## src/design/msbs_pkg.sv

```systemverilog
// Types, constants and helpers of the masked sprite blit scanner.
// Used by every module of the block; depends on nothing.
`default_nettype none

package msbs_pkg;

    localparam int ROW_BYTES_DEF  = 1024;
    localparam int MAX_SIDE_DEF   = 8;
    localparam int MASK_CELLS_DEF = 64;

    localparam int CELL_IDX_W = 6;

    typedef enum logic {
        KIND_DRAW = 1'b0,
        KIND_LOAD = 1'b1
    } item_kind_t;

    typedef enum logic [2:0] {
        REG_FRAME_SRC_X  = 3'd0,
        REG_FRAME_SRC_Y  = 3'd1,
        REG_FRAME_WIDTH  = 3'd2,
        REG_FRAME_HEIGHT = 3'd3,
        REG_ANCHOR_X     = 3'd4,
        REG_ANCHOR_Y     = 3'd5,
        REG_SHIFT_X      = 3'd6,
        REG_SHIFT_Y      = 3'd7
    } cfg_reg_t;

    typedef enum logic {
        SCAN_IDLE,
        SCAN_RUN
    } scan_state_t;

    typedef struct packed {
        logic        [7:0] frame_src_x;
        logic        [7:0] frame_src_y;
        logic        [3:0] frame_width;
        logic        [3:0] frame_height;
        logic signed [7:0] anchor_x;
        logic signed [7:0] anchor_y;
        logic signed [7:0] shift_x;
        logic signed [7:0] shift_y;
    } cfg_t;

    typedef struct packed {
        logic signed [11:0] pos_x;
        logic signed [11:0] pos_y;
        logic               flip_frame;
        logic               flip_extra;
        logic               draw_masked;
        logic signed [7:0]  mask_origin_x;
        logic signed [7:0]  mask_origin_y;
        logic        [3:0]  mask_cols;
        logic        [3:0]  mask_rows;
    } draw_cmd_t;

    typedef struct packed {
        logic                  en;
        logic [CELL_IDX_W-1:0] addr;
        logic                  data;
    } mask_wr_t;

    typedef struct packed {
        logic                  en;
        logic [CELL_IDX_W-1:0] addr;
    } mask_rd_t;

    typedef struct packed {
        logic signed [12:0] dest_x;
        logic signed [12:0] dest_y;
        logic        [17:0] source_offset;
        logic               write_pixel;
        logic               last;
    } pix_t;

    function automatic int addr_w(input int depth);
        return (depth > 1) ? $clog2(depth) : 1;
    endfunction

endpackage

`default_nettype wire

```

## src/design/msbs_ram.sv

```systemverilog
// Generic single-port-write, single-port-read RAM with registered read data.
// Depends on msbs_pkg for the address width helper.
`default_nettype none

module msbs_ram #(
    parameter int WIDTH = 1,
    parameter int DEPTH = msbs_pkg::MASK_CELLS_DEF
) (
    input  wire logic                                  clk,
    input  wire logic                                  we,
    input  wire logic [msbs_pkg::addr_w(DEPTH)-1:0]    waddr,
    input  wire logic [WIDTH-1:0]                      wdata,
    input  wire logic                                  re,
    input  wire logic [msbs_pkg::addr_w(DEPTH)-1:0]    raddr,
    output logic      [WIDTH-1:0]                      rdata
);

    logic [WIDTH-1:0] mem [DEPTH];

    always_ff @(posedge clk)
    begin
        if (we)
        begin
            mem[waddr] <= wdata;
        end
        if (re)
        begin
            rdata <= mem[raddr];
        end
    end

endmodule

`default_nettype wire

```

## src/design/msbs_mask.sv

```systemverilog
// Mask cell store: one-bit RAM plus per-cell written flags, unwritten cells read 0.
// Depends on msbs_pkg and msbs_ram.
`default_nettype none

module msbs_mask #(
    parameter int MASK_CELLS = msbs_pkg::MASK_CELLS_DEF
) (
    input  wire logic               clk,
    input  wire logic               rst_n,
    input  wire msbs_pkg::mask_wr_t wr,
    input  wire msbs_pkg::mask_rd_t rd,
    output logic                    rd_data
);

    localparam int AW = msbs_pkg::addr_w(MASK_CELLS);

    logic [MASK_CELLS-1:0] valid_reg;
    logic                  rd_valid_reg;
    logic                  ram_q;
    logic                  wr_ok;
    logic [AW-1:0]         waddr;
    logic [AW-1:0]         raddr;

    assign wr_ok = wr.en && ({1'b0, wr.addr} < 7'(MASK_CELLS));
    assign waddr = wr.addr[AW-1:0];
    assign raddr = rd.addr[AW-1:0];

    msbs_ram #(
        .WIDTH (1),
        .DEPTH (MASK_CELLS)
    ) u_ram (
        .clk   (clk),
        .we    (wr_ok),
        .waddr (waddr),
        .wdata (wr.data),
        .re    (rd.en),
        .raddr (raddr),
        .rdata (ram_q)
    );

    always_ff @(posedge clk or negedge rst_n)
    begin
        if (!rst_n)
        begin
            valid_reg    <= '0;
            rd_valid_reg <= 1'b0;
        end
        else
        begin
            if (wr_ok)
            begin
                valid_reg[waddr] <= 1'b1;
            end
            if (rd.en)
            begin
                rd_valid_reg <= valid_reg[raddr];
            end
        end
    end

    assign rd_data = rd_valid_reg & ram_q;

endmodule

`default_nettype wire

```

## src/design/msbs_scan.sv

```systemverilog
// Pixel scan sequencer: walks the frame, issues mask reads, builds results.
// Depends on msbs_pkg; mask read data is registered and arrives in the cycle after the request.
`default_nettype none

module msbs_scan #(
    parameter int ROW_BYTES  = msbs_pkg::ROW_BYTES_DEF,
    parameter int MAX_SIDE   = msbs_pkg::MAX_SIDE_DEF,
    parameter int MASK_CELLS = msbs_pkg::MASK_CELLS_DEF
) (
    input  wire logic                clk,
    input  wire logic                rst_n,
    input  wire logic                start,
    input  wire msbs_pkg::cfg_t      cfg,
    input  wire msbs_pkg::draw_cmd_t cmd,
    output logic                     busy,
    output msbs_pkg::mask_rd_t       mask_rd,
    input  wire logic                mask_data,
    output logic                     out_valid,
    input  wire logic                out_ready,
    output msbs_pkg::pix_t           out_pix
);

    msbs_pkg::scan_state_t state_reg, state_next;

    logic [3:0]  lx_reg, ly_reg;
    logic [3:0]  w_reg, h_reg, mcols_reg, mrows_reg;
    logic        flip_reg, want_reg;
    logic [11:0] mx0_reg, my0_reg;
    logic [12:0] dx0_reg, dy0_reg;

    logic           s2_valid_reg, s2_in_store_reg, s2_want_reg;
    msbs_pkg::pix_t s2_pix_reg, s2_pix_next;
    logic           out_valid_reg;
    msbs_pkg::pix_t out_pix_reg, out_pix_next;

    logic              adv, issue, row_end, at_end, empty, flip_in;
    logic [3:0]        w_cl, h_cl, slx;
    logic signed [9:0] ax10, eff_ax, rel_x0, rel_y0;
    logic [11:0]       mx, my;
    logic              in_mask, in_store;
    logic [7:0]        ci;
    logic [8:0]        col_sum;
    logic [17:0]       row_off, col_off;

    // start-of-draw setup
    always_comb
    begin
        w_cl    = (cfg.frame_width > 4'(MAX_SIDE)) ? 4'(MAX_SIDE) : cfg.frame_width;
        h_cl    = (cfg.frame_height > 4'(MAX_SIDE)) ? 4'(MAX_SIDE) : cfg.frame_height;
        empty   = (w_cl == 4'd0) || (h_cl == 4'd0);
        flip_in = cmd.flip_frame ^ cmd.flip_extra;
        ax10    = 10'(cfg.anchor_x);
        eff_ax  = flip_in ? (signed'(10'(w_cl)) - ax10) : ax10;
        rel_x0  = 10'(cfg.shift_x) - eff_ax;
        rel_y0  = 10'(cfg.shift_y) - 10'(cfg.anchor_y);
    end

    assign adv     = !out_valid_reg || out_ready;
    assign row_end = (lx_reg == w_reg - 4'd1);
    assign at_end  = row_end && (ly_reg == h_reg - 4'd1);

    always_comb
    begin
        state_next = state_reg;
        busy       = 1'b0;
        issue      = 1'b0;
        unique case (state_reg)
            msbs_pkg::SCAN_IDLE:
            begin
                if (start && !empty)
                begin
                    state_next = msbs_pkg::SCAN_RUN;
                end
            end
            msbs_pkg::SCAN_RUN:
            begin
                busy = 1'b1;
                if (adv)
                begin
                    issue = 1'b1;
                    if (at_end)
                    begin
                        state_next = msbs_pkg::SCAN_IDLE;
                    end
                end
            end
        endcase
    end

    // per-pixel address and result generation
    always_comb
    begin
        mx       = mx0_reg + 12'(lx_reg);
        my       = my0_reg + 12'(ly_reg);
        in_mask  = !mx[11] && !my[11] && (mx < 12'(mcols_reg)) && (my < 12'(mrows_reg));
        ci       = 8'({4'd0, my[3:0]} * {4'd0, mcols_reg}) + {4'd0, mx[3:0]};
        in_store = in_mask && (9'(ci) < 9'(MASK_CELLS));
        slx      = flip_reg ? (w_reg - 4'd1 - lx_reg) : lx_reg;
        row_off  = 18'((10'(cfg.frame_src_y) + 10'(ly_reg)) * ROW_BYTES);
        col_sum  = 9'(cfg.frame_src_x) + 9'(slx);
        col_off  = {7'd0, col_sum, 2'b00};

        s2_pix_next               = '0;
        s2_pix_next.dest_x        = dx0_reg + 13'(lx_reg);
        s2_pix_next.dest_y        = dy0_reg + 13'(ly_reg);
        s2_pix_next.source_offset = row_off + col_off;
        s2_pix_next.last          = at_end;

        mask_rd.en   = issue && in_store;
        mask_rd.addr = ci[msbs_pkg::CELL_IDX_W-1:0];

        out_pix_next             = s2_pix_reg;
        out_pix_next.write_pixel = ((s2_in_store_reg & mask_data) == s2_want_reg);
    end

    always_ff @(posedge clk or negedge rst_n)
    begin
        if (!rst_n)
        begin
            state_reg     <= msbs_pkg::SCAN_IDLE;
            lx_reg        <= 4'd0;
            ly_reg        <= 4'd0;
            s2_valid_reg  <= 1'b0;
            out_valid_reg <= 1'b0;
        end
        else
        begin
            state_reg <= state_next;
            if (start)
            begin
                lx_reg <= 4'd0;
                ly_reg <= 4'd0;
            end
            else if (issue)
            begin
                if (row_end)
                begin
                    lx_reg <= 4'd0;
                    ly_reg <= ly_reg + 4'd1;
                end
                else
                begin
                    lx_reg <= lx_reg + 4'd1;
                end
            end
            if (adv)
            begin
                out_valid_reg <= s2_valid_reg;
                s2_valid_reg  <= issue;
            end
        end
    end

    always_ff @(posedge clk)
    begin
        if (start)
        begin
            w_reg     <= w_cl;
            h_reg     <= h_cl;
            flip_reg  <= flip_in;
            want_reg  <= cmd.draw_masked;
            mcols_reg <= cmd.mask_cols;
            mrows_reg <= cmd.mask_rows;
            mx0_reg   <= 12'(rel_x0) - 12'(cmd.mask_origin_x);
            my0_reg   <= 12'(rel_y0) - 12'(cmd.mask_origin_y);
            dx0_reg   <= 13'(cmd.pos_x) + 13'(rel_x0);
            dy0_reg   <= 13'(cmd.pos_y) + 13'(rel_y0);
        end
        if (adv)
        begin
            s2_pix_reg      <= s2_pix_next;
            s2_in_store_reg <= in_store;
            s2_want_reg     <= want_reg;
            out_pix_reg     <= out_pix_next;
        end
    end

    assign out_valid = out_valid_reg;
    assign out_pix   = out_pix_reg;

endmodule

`default_nettype wire

```

## src/design/masked_sprite_blit_scan.sv

```systemverilog
// Masked sprite blit scanner top level: config registers, mask store, pixel scan.
// A draw transfer yields its first result through the scan state, s2 and output registers,
// then one result per cycle (w*h results, bounded by the output handshake); the next item
// is taken the cycle after the last pixel is issued. A mask load yields no result.
// Throughput is set by the single mask read port: one pixel per cycle while the output is not stalled.
// Reset clears config to defaults and all mask cells to zero at once, no clearing pass.
`default_nettype none

module masked_sprite_blit_scan #(
    parameter int ROW_BYTES  = msbs_pkg::ROW_BYTES_DEF,
    parameter int MAX_SIDE   = msbs_pkg::MAX_SIDE_DEF,
    parameter int MASK_CELLS = msbs_pkg::MASK_CELLS_DEF
) (
    input  wire logic        clk,
    input  wire logic        rst_n,
    input  wire logic        s_tvalid,
    output logic             s_tready,
    // pos_x, pos_y, flip_frame, flip_extra, draw_masked, mask_origin_x,
    // mask_origin_y, mask_cols, mask_rows, cell_index, cell_value, zero pad
    input  wire logic [63:0] s_tdata,
    input  wire logic        s_tuser,   // kind
    output logic             m_tvalid,
    input  wire logic        m_tready,
    output logic      [47:0] m_tdata,   // dest_x, dest_y, source_offset, zero pad
    output logic             m_tuser,   // write_pixel
    output logic             m_tlast,
    input  wire logic        cfg_valid,
    output logic             cfg_ready,
    input  wire logic [2:0]  cfg_index,
    input  wire logic [7:0]  cfg_data
);

    msbs_pkg::cfg_t      cfg_reg;
    msbs_pkg::draw_cmd_t cmd;
    msbs_pkg::mask_wr_t  mask_wr;
    msbs_pkg::mask_rd_t  mask_rd;
    msbs_pkg::pix_t      pix;
    logic                mask_data;
    logic                busy;
    logic                in_xfer;
    logic                start;

    assign cfg_ready = 1'b1;
    assign s_tready  = !busy;
    assign in_xfer   = s_tvalid && s_tready;
    assign start     = in_xfer && (msbs_pkg::item_kind_t'(s_tuser) == msbs_pkg::KIND_DRAW);

    always_comb
    begin
        cmd.pos_x         = s_tdata[11:0];
        cmd.pos_y         = s_tdata[23:12];
        cmd.flip_frame    = s_tdata[24];
        cmd.flip_extra    = s_tdata[25];
        cmd.draw_masked   = s_tdata[26];
        cmd.mask_origin_x = s_tdata[34:27];
        cmd.mask_origin_y = s_tdata[42:35];
        cmd.mask_cols     = s_tdata[46:43];
        cmd.mask_rows     = s_tdata[50:47];

        mask_wr.en   = in_xfer && (msbs_pkg::item_kind_t'(s_tuser) == msbs_pkg::KIND_LOAD);
        mask_wr.addr = s_tdata[56:51];
        mask_wr.data = s_tdata[57];
    end

    always_ff @(posedge clk or negedge rst_n)
    begin
        if (!rst_n)
        begin
            cfg_reg.frame_src_x  <= 8'd0;
            cfg_reg.frame_src_y  <= 8'd0;
            cfg_reg.frame_width  <= 4'd8;
            cfg_reg.frame_height <= 4'd8;
            cfg_reg.anchor_x     <= 8'sd0;
            cfg_reg.anchor_y     <= 8'sd0;
            cfg_reg.shift_x      <= 8'sd0;
            cfg_reg.shift_y      <= 8'sd0;
        end
        else if (cfg_valid && cfg_ready)
        begin
            unique case (msbs_pkg::cfg_reg_t'(cfg_index))
                msbs_pkg::REG_FRAME_SRC_X:  cfg_reg.frame_src_x  <= cfg_data;
                msbs_pkg::REG_FRAME_SRC_Y:  cfg_reg.frame_src_y  <= cfg_data;
                msbs_pkg::REG_FRAME_WIDTH:  cfg_reg.frame_width  <= cfg_data[3:0];
                msbs_pkg::REG_FRAME_HEIGHT: cfg_reg.frame_height <= cfg_data[3:0];
                msbs_pkg::REG_ANCHOR_X:     cfg_reg.anchor_x     <= cfg_data;
                msbs_pkg::REG_ANCHOR_Y:     cfg_reg.anchor_y     <= cfg_data;
                msbs_pkg::REG_SHIFT_X:      cfg_reg.shift_x      <= cfg_data;
                msbs_pkg::REG_SHIFT_Y:      cfg_reg.shift_y      <= cfg_data;
            endcase
        end
    end

    msbs_mask #(
        .MASK_CELLS (MASK_CELLS)
    ) u_mask (
        .clk     (clk),
        .rst_n   (rst_n),
        .wr      (mask_wr),
        .rd      (mask_rd),
        .rd_data (mask_data)
    );

    msbs_scan #(
        .ROW_BYTES  (ROW_BYTES),
        .MAX_SIDE   (MAX_SIDE),
        .MASK_CELLS (MASK_CELLS)
    ) u_scan (
        .clk       (clk),
        .rst_n     (rst_n),
        .start     (start),
        .cfg       (cfg_reg),
        .cmd       (cmd),
        .busy      (busy),
        .mask_rd   (mask_rd),
        .mask_data (mask_data),
        .out_valid (m_tvalid),
        .out_ready (m_tready),
        .out_pix   (pix)
    );

    assign m_tdata = {4'd0, pix.source_offset, pix.dest_y, pix.dest_x};
    assign m_tuser = pix.write_pixel;
    assign m_tlast = pix.last;

endmodule

`default_nettype wire

```

## config.mk

```make
export PLATFORM = sky130hd
export DESIGN_NAME = masked_sprite_blit_scan
export DESIGN_NICKNAME = d
export VERILOG_FILES = /design/src/design/msbs_pkg.sv /design/src/design/msbs_ram.sv /design/src/design/msbs_mask.sv /design/src/design/msbs_scan.sv /design/src/design/masked_sprite_blit_scan.sv
export SDC_FILE = /design/constraint.sdc
export NUM_CORES = 1
export LEC_CHECK = 0
export ABC_AREA = 1
export BUFFER_PORTS_ARGS = -buffer_cell sky130_fd_sc_hd__buf_2
export CAP_MARGIN = 20
export CELL_PAD_IN_SITES_DETAIL_PLACEMENT = 0
export CELL_PAD_IN_SITES_GLOBAL_PLACEMENT = 1
export CORE_MARGIN = 3
export CORE_UTILIZATION = 30
export DETAILED_ROUTE_END_ITERATION = 8
export GPL_TIMING_DRIVEN = 1
export PLACE_DENSITY = 0.54
export SLEW_MARGIN = 20
export SYNTH_ARGS = -nofsm -noshare
export SYNTH_HDL_FRONTEND = slang
export SYNTH_SLANG_ARGS = --single-unit
```

## constraint.sdc

```tcl
create_clock -name clk -period 13.3 [get_ports clk]
set_input_delay 0.665 -clock clk [delete_from_list [all_inputs] [get_ports clk]]
set_output_delay 0.665 -clock clk [all_outputs]
set_load 0.03 [all_outputs]
```

==> results.py <==
metrics = {
    "drt": {
        "drc_errors": 0,
        "antenna_left": 0,
        "totalWireLength_mm": 46.9,
        "dr.pass1.iters": 5,
        "drt_iter0_markers": 607,
        "avgRoutedWirePerCell_um": 16.0,
        "post_drt_via_cell_ratio": 4.52,
        "vias": 13200,
    },
    "yosys": {
        "async_reset_ff_frac": 0.376,
        "synth_area_leaders": "edfxtp_1 35%, dfrtp_1 17%, ha_1 8.1%",
        "ys_seq_elements": 351,
        "ys_types": 53,
        "synth_top_cell_by_area": "edfxtp_1",
        "synth-seq-area-share": 0.526,
        "synth_area_sq_um": 18800,
        "synthCells": 1932,
        "ys.flop_type": "edfxtp_1",
        "syn_avg_cell_area_sq_um": 9.72,
        "ys.warnings.count": 0,
        "synth_top_area_share": 0.350,
        "synth_edf_count": 219,
    },
    "cts": {
        "cts_made_buffers": 42,
        "postCtsSetupBuffers": 0,
        "root_buffer": "clkbuf_16",
        "clk_pin_slew_ps": 60,
        "clock_latency_ps": 570,
        "cts_tree": "built",
        "cts.sinks": 351,
        "cts_resized": 0,
        "cts_buffer_depth": 3,
        "htree_levels": 2,
        "cts_hold_buffers": 0,
    },
    "power": {
        "vdd_drop_max_uv": 214,
        "power_density_nw_per_um2": 282,
        "p_leak_nw": 9.73,
        "power_w": 0.00611,
    },
    "die": {
        "die_y_um": 256,
        "ios": 134,
        "rows": 91,
        "coreArea_sq_um": 61800,
        "dieArea_sq_um": 65600,
        "die_x_um": 256,
        "start_util": 0.304,
    },
    "worst_setup_path": {
        "crit_arrival_ps": 5590,
        "required_ps": 13620,
        "crit_chain": "ha_1, fa_1, xor2_1, inv_1, nor2_1, fa_1, inv_1, fa_1, inv_1, fa_1, ha_1, xnor2_2, inv_2, o211ai_1, nand3_1, nand3_1, nand2_1",
        "critPathMaxStageDelay_ps": 670,
        "slowest_stage": "xnor2_2",
        "cp-end-kind": "register",
        "critPathLaunchType": "register",
        "crit_fanout": 9,
        "critPathKind": "reg2reg",
        "cp_common_cell": "fa_1",
    },
    "grt": {
        "antenna_found_initial": 0,
        "grt_first_pass_wirelength_mm": 73.9,
        "grt.total_usage": 0.142,
        "grt_pass1_vias": 13100,
        "gr-total-overflow": 0,
        "grt_max_degree": 76,
    },
    "sta": {
        "relSlewSlack": 0.278,
        "setup_viol": 0,
        "grt_setup_unrepaired": "no",
        "fin_skew_ps": 24.1,
        "worstMarginPinSlew_ps": 1080,
        "final-max-slew-violation-count": 0,
        "hold_viol_final": 0,
        "fin_crit_sh": 0.397,
        "fmax_mhz": 190,
        "min_period_ps": 5270,
        "setup_tns_ps": 0,
    },
    "placement": {
        "port_buffers": 120,
        "place_area_sq_um": 20300,
        "dp_hpwl_mm": 32.6,
        "gp_congestion": 0.784,
    },
    "run": {
        "maxCapViolCount": 0,
    },
    "finish": {
        "syn2layout_area_growth_pct": 15.5,
        "n_fill_cell": 6264,
        "diodes": 0,
        "layout_commonest_cell": "nand2_1",
        "final_cell_mix": "325 x nand2_1, 260 x inv_1, 219 x edfxtp_1",
        "finalInstanceArea_sq_um": 21700,
        "drive_gt1_frac": 0.120,
        "nets": 2279,
    },
    "run_status": {
        "status": "finished clean",
    },
    "worst_hold_path": {
        "hold_path.class": "in2async",
    },
}
synthesized netlist by cell type, types with 10 or more instances:
library cell,n
xnor2_1,25
edfxtp_1,219
inv_1,261
dfrtp_1,130
nor2_1,178
buf_2,10
o211ai_1,14
xor2_1,81
nand3_1,134
a21oi_1,57
or2_2,12
nand4_1,14
clkbuf_1,34
o21ai_1,10
o21ai_0,158
o221ai_1,13
fa_1,21
nand2_1,325
nand2_2,13
ha_1,121
cell families after synthesis:
group           share of synthesized area
compound gates                     0.0872
fa+ha+maj                           0.103
other cells                      0.000400
flops                               0.526
xor+xnor                           0.0512
simple gates                        0.166
buf+inv                            0.0664
metrics by stage:
stage | hold WS (ps) | utilization | std cells | setup WS, ps
after floorplan | 369 | - | 1937 | 8820
after global placement | 403 | 0.328 | 2849 | 7940
after detailed placement | 405 | 0.328 | 2849 | 7950
after CTS | 108 | 0.351 | 2926 | 7930
after global routing | 132 | 0.351 | 2926 | 7740
final | 80.3 | 0.351 | 2926 | 8030
where the power goes:
group	internal (W)	total, W	switching, W
Combinational	0.00112	0.00336	0.00224
Sequential	0.00147	0.00158	0.000110
Clock	0.000694	0.00116	0.000471
Total	0.00329	0.00611	0.00282
layer usage:
metal / global-route usage / wire length, um
met1: 0.190 / 21900
met2: 0.243 / 22900
met3: 0.0221 / 1320
met4: 0.0352 / 839
met5: 0 / 0
layout make-up:
cell class / instances / area [sq um] / area share
clock inverter: 15 / 201 / 0.00929
inverter: 270 / 1020 / 0.0468
timing repair buffer: 127 / 662 / 0.0305
tap: 837 / 1050 / 0.0483
sequential: 351 / 9880 / 0.456
multi-input combinational: 1264 / 7680 / 0.354
clock buffer: 62 / 1210 / 0.0557
critical path: cells and delay by family, from the launching register on:
kind                     cells  cell delay, ps
AND/OR/NAND/NOR              4             390
XOR/XNOR                     2             870
buffers and inverters        4             490
adder cells (fa/ha/maj)      6            2590
flip-flops                   1             520
AO/OA/AOI/OAI                1             170
path summary, 6_finish.rpt:
check | start | end | slack, ps | depth (start not counted)
max | u_scan.ly_reg[0]$_DFFE_PN0P_ | u_mask.u_ram.rdata$_DFFE_PP_ | 8030 | 17
min | rst_n | cfg_reg[15]$_DFFE_PN0P_ | 80 | 1
max reg2reg | u_scan.ly_reg[0]$_DFFE_PN0P_ | u_mask.u_ram.rdata$_DFFE_PP_ | 8030 | 17
max in group asynchronous | rst_n | u_mask.valid_reg[51]$_DFFE_PN0P_ | 11780 | 2
min in group clk | s_tdata[43] | u_scan.mcols_reg[0]$_DFFE_PP_ | 270 | 1
min reg2reg | u_scan.out_pix_next[23]$_DFFE_PN_ | u_scan.out_pix[23]$_DFFE_PN_ | 420 | 0
Note: power is estimated with default switching activity, not from simulation.
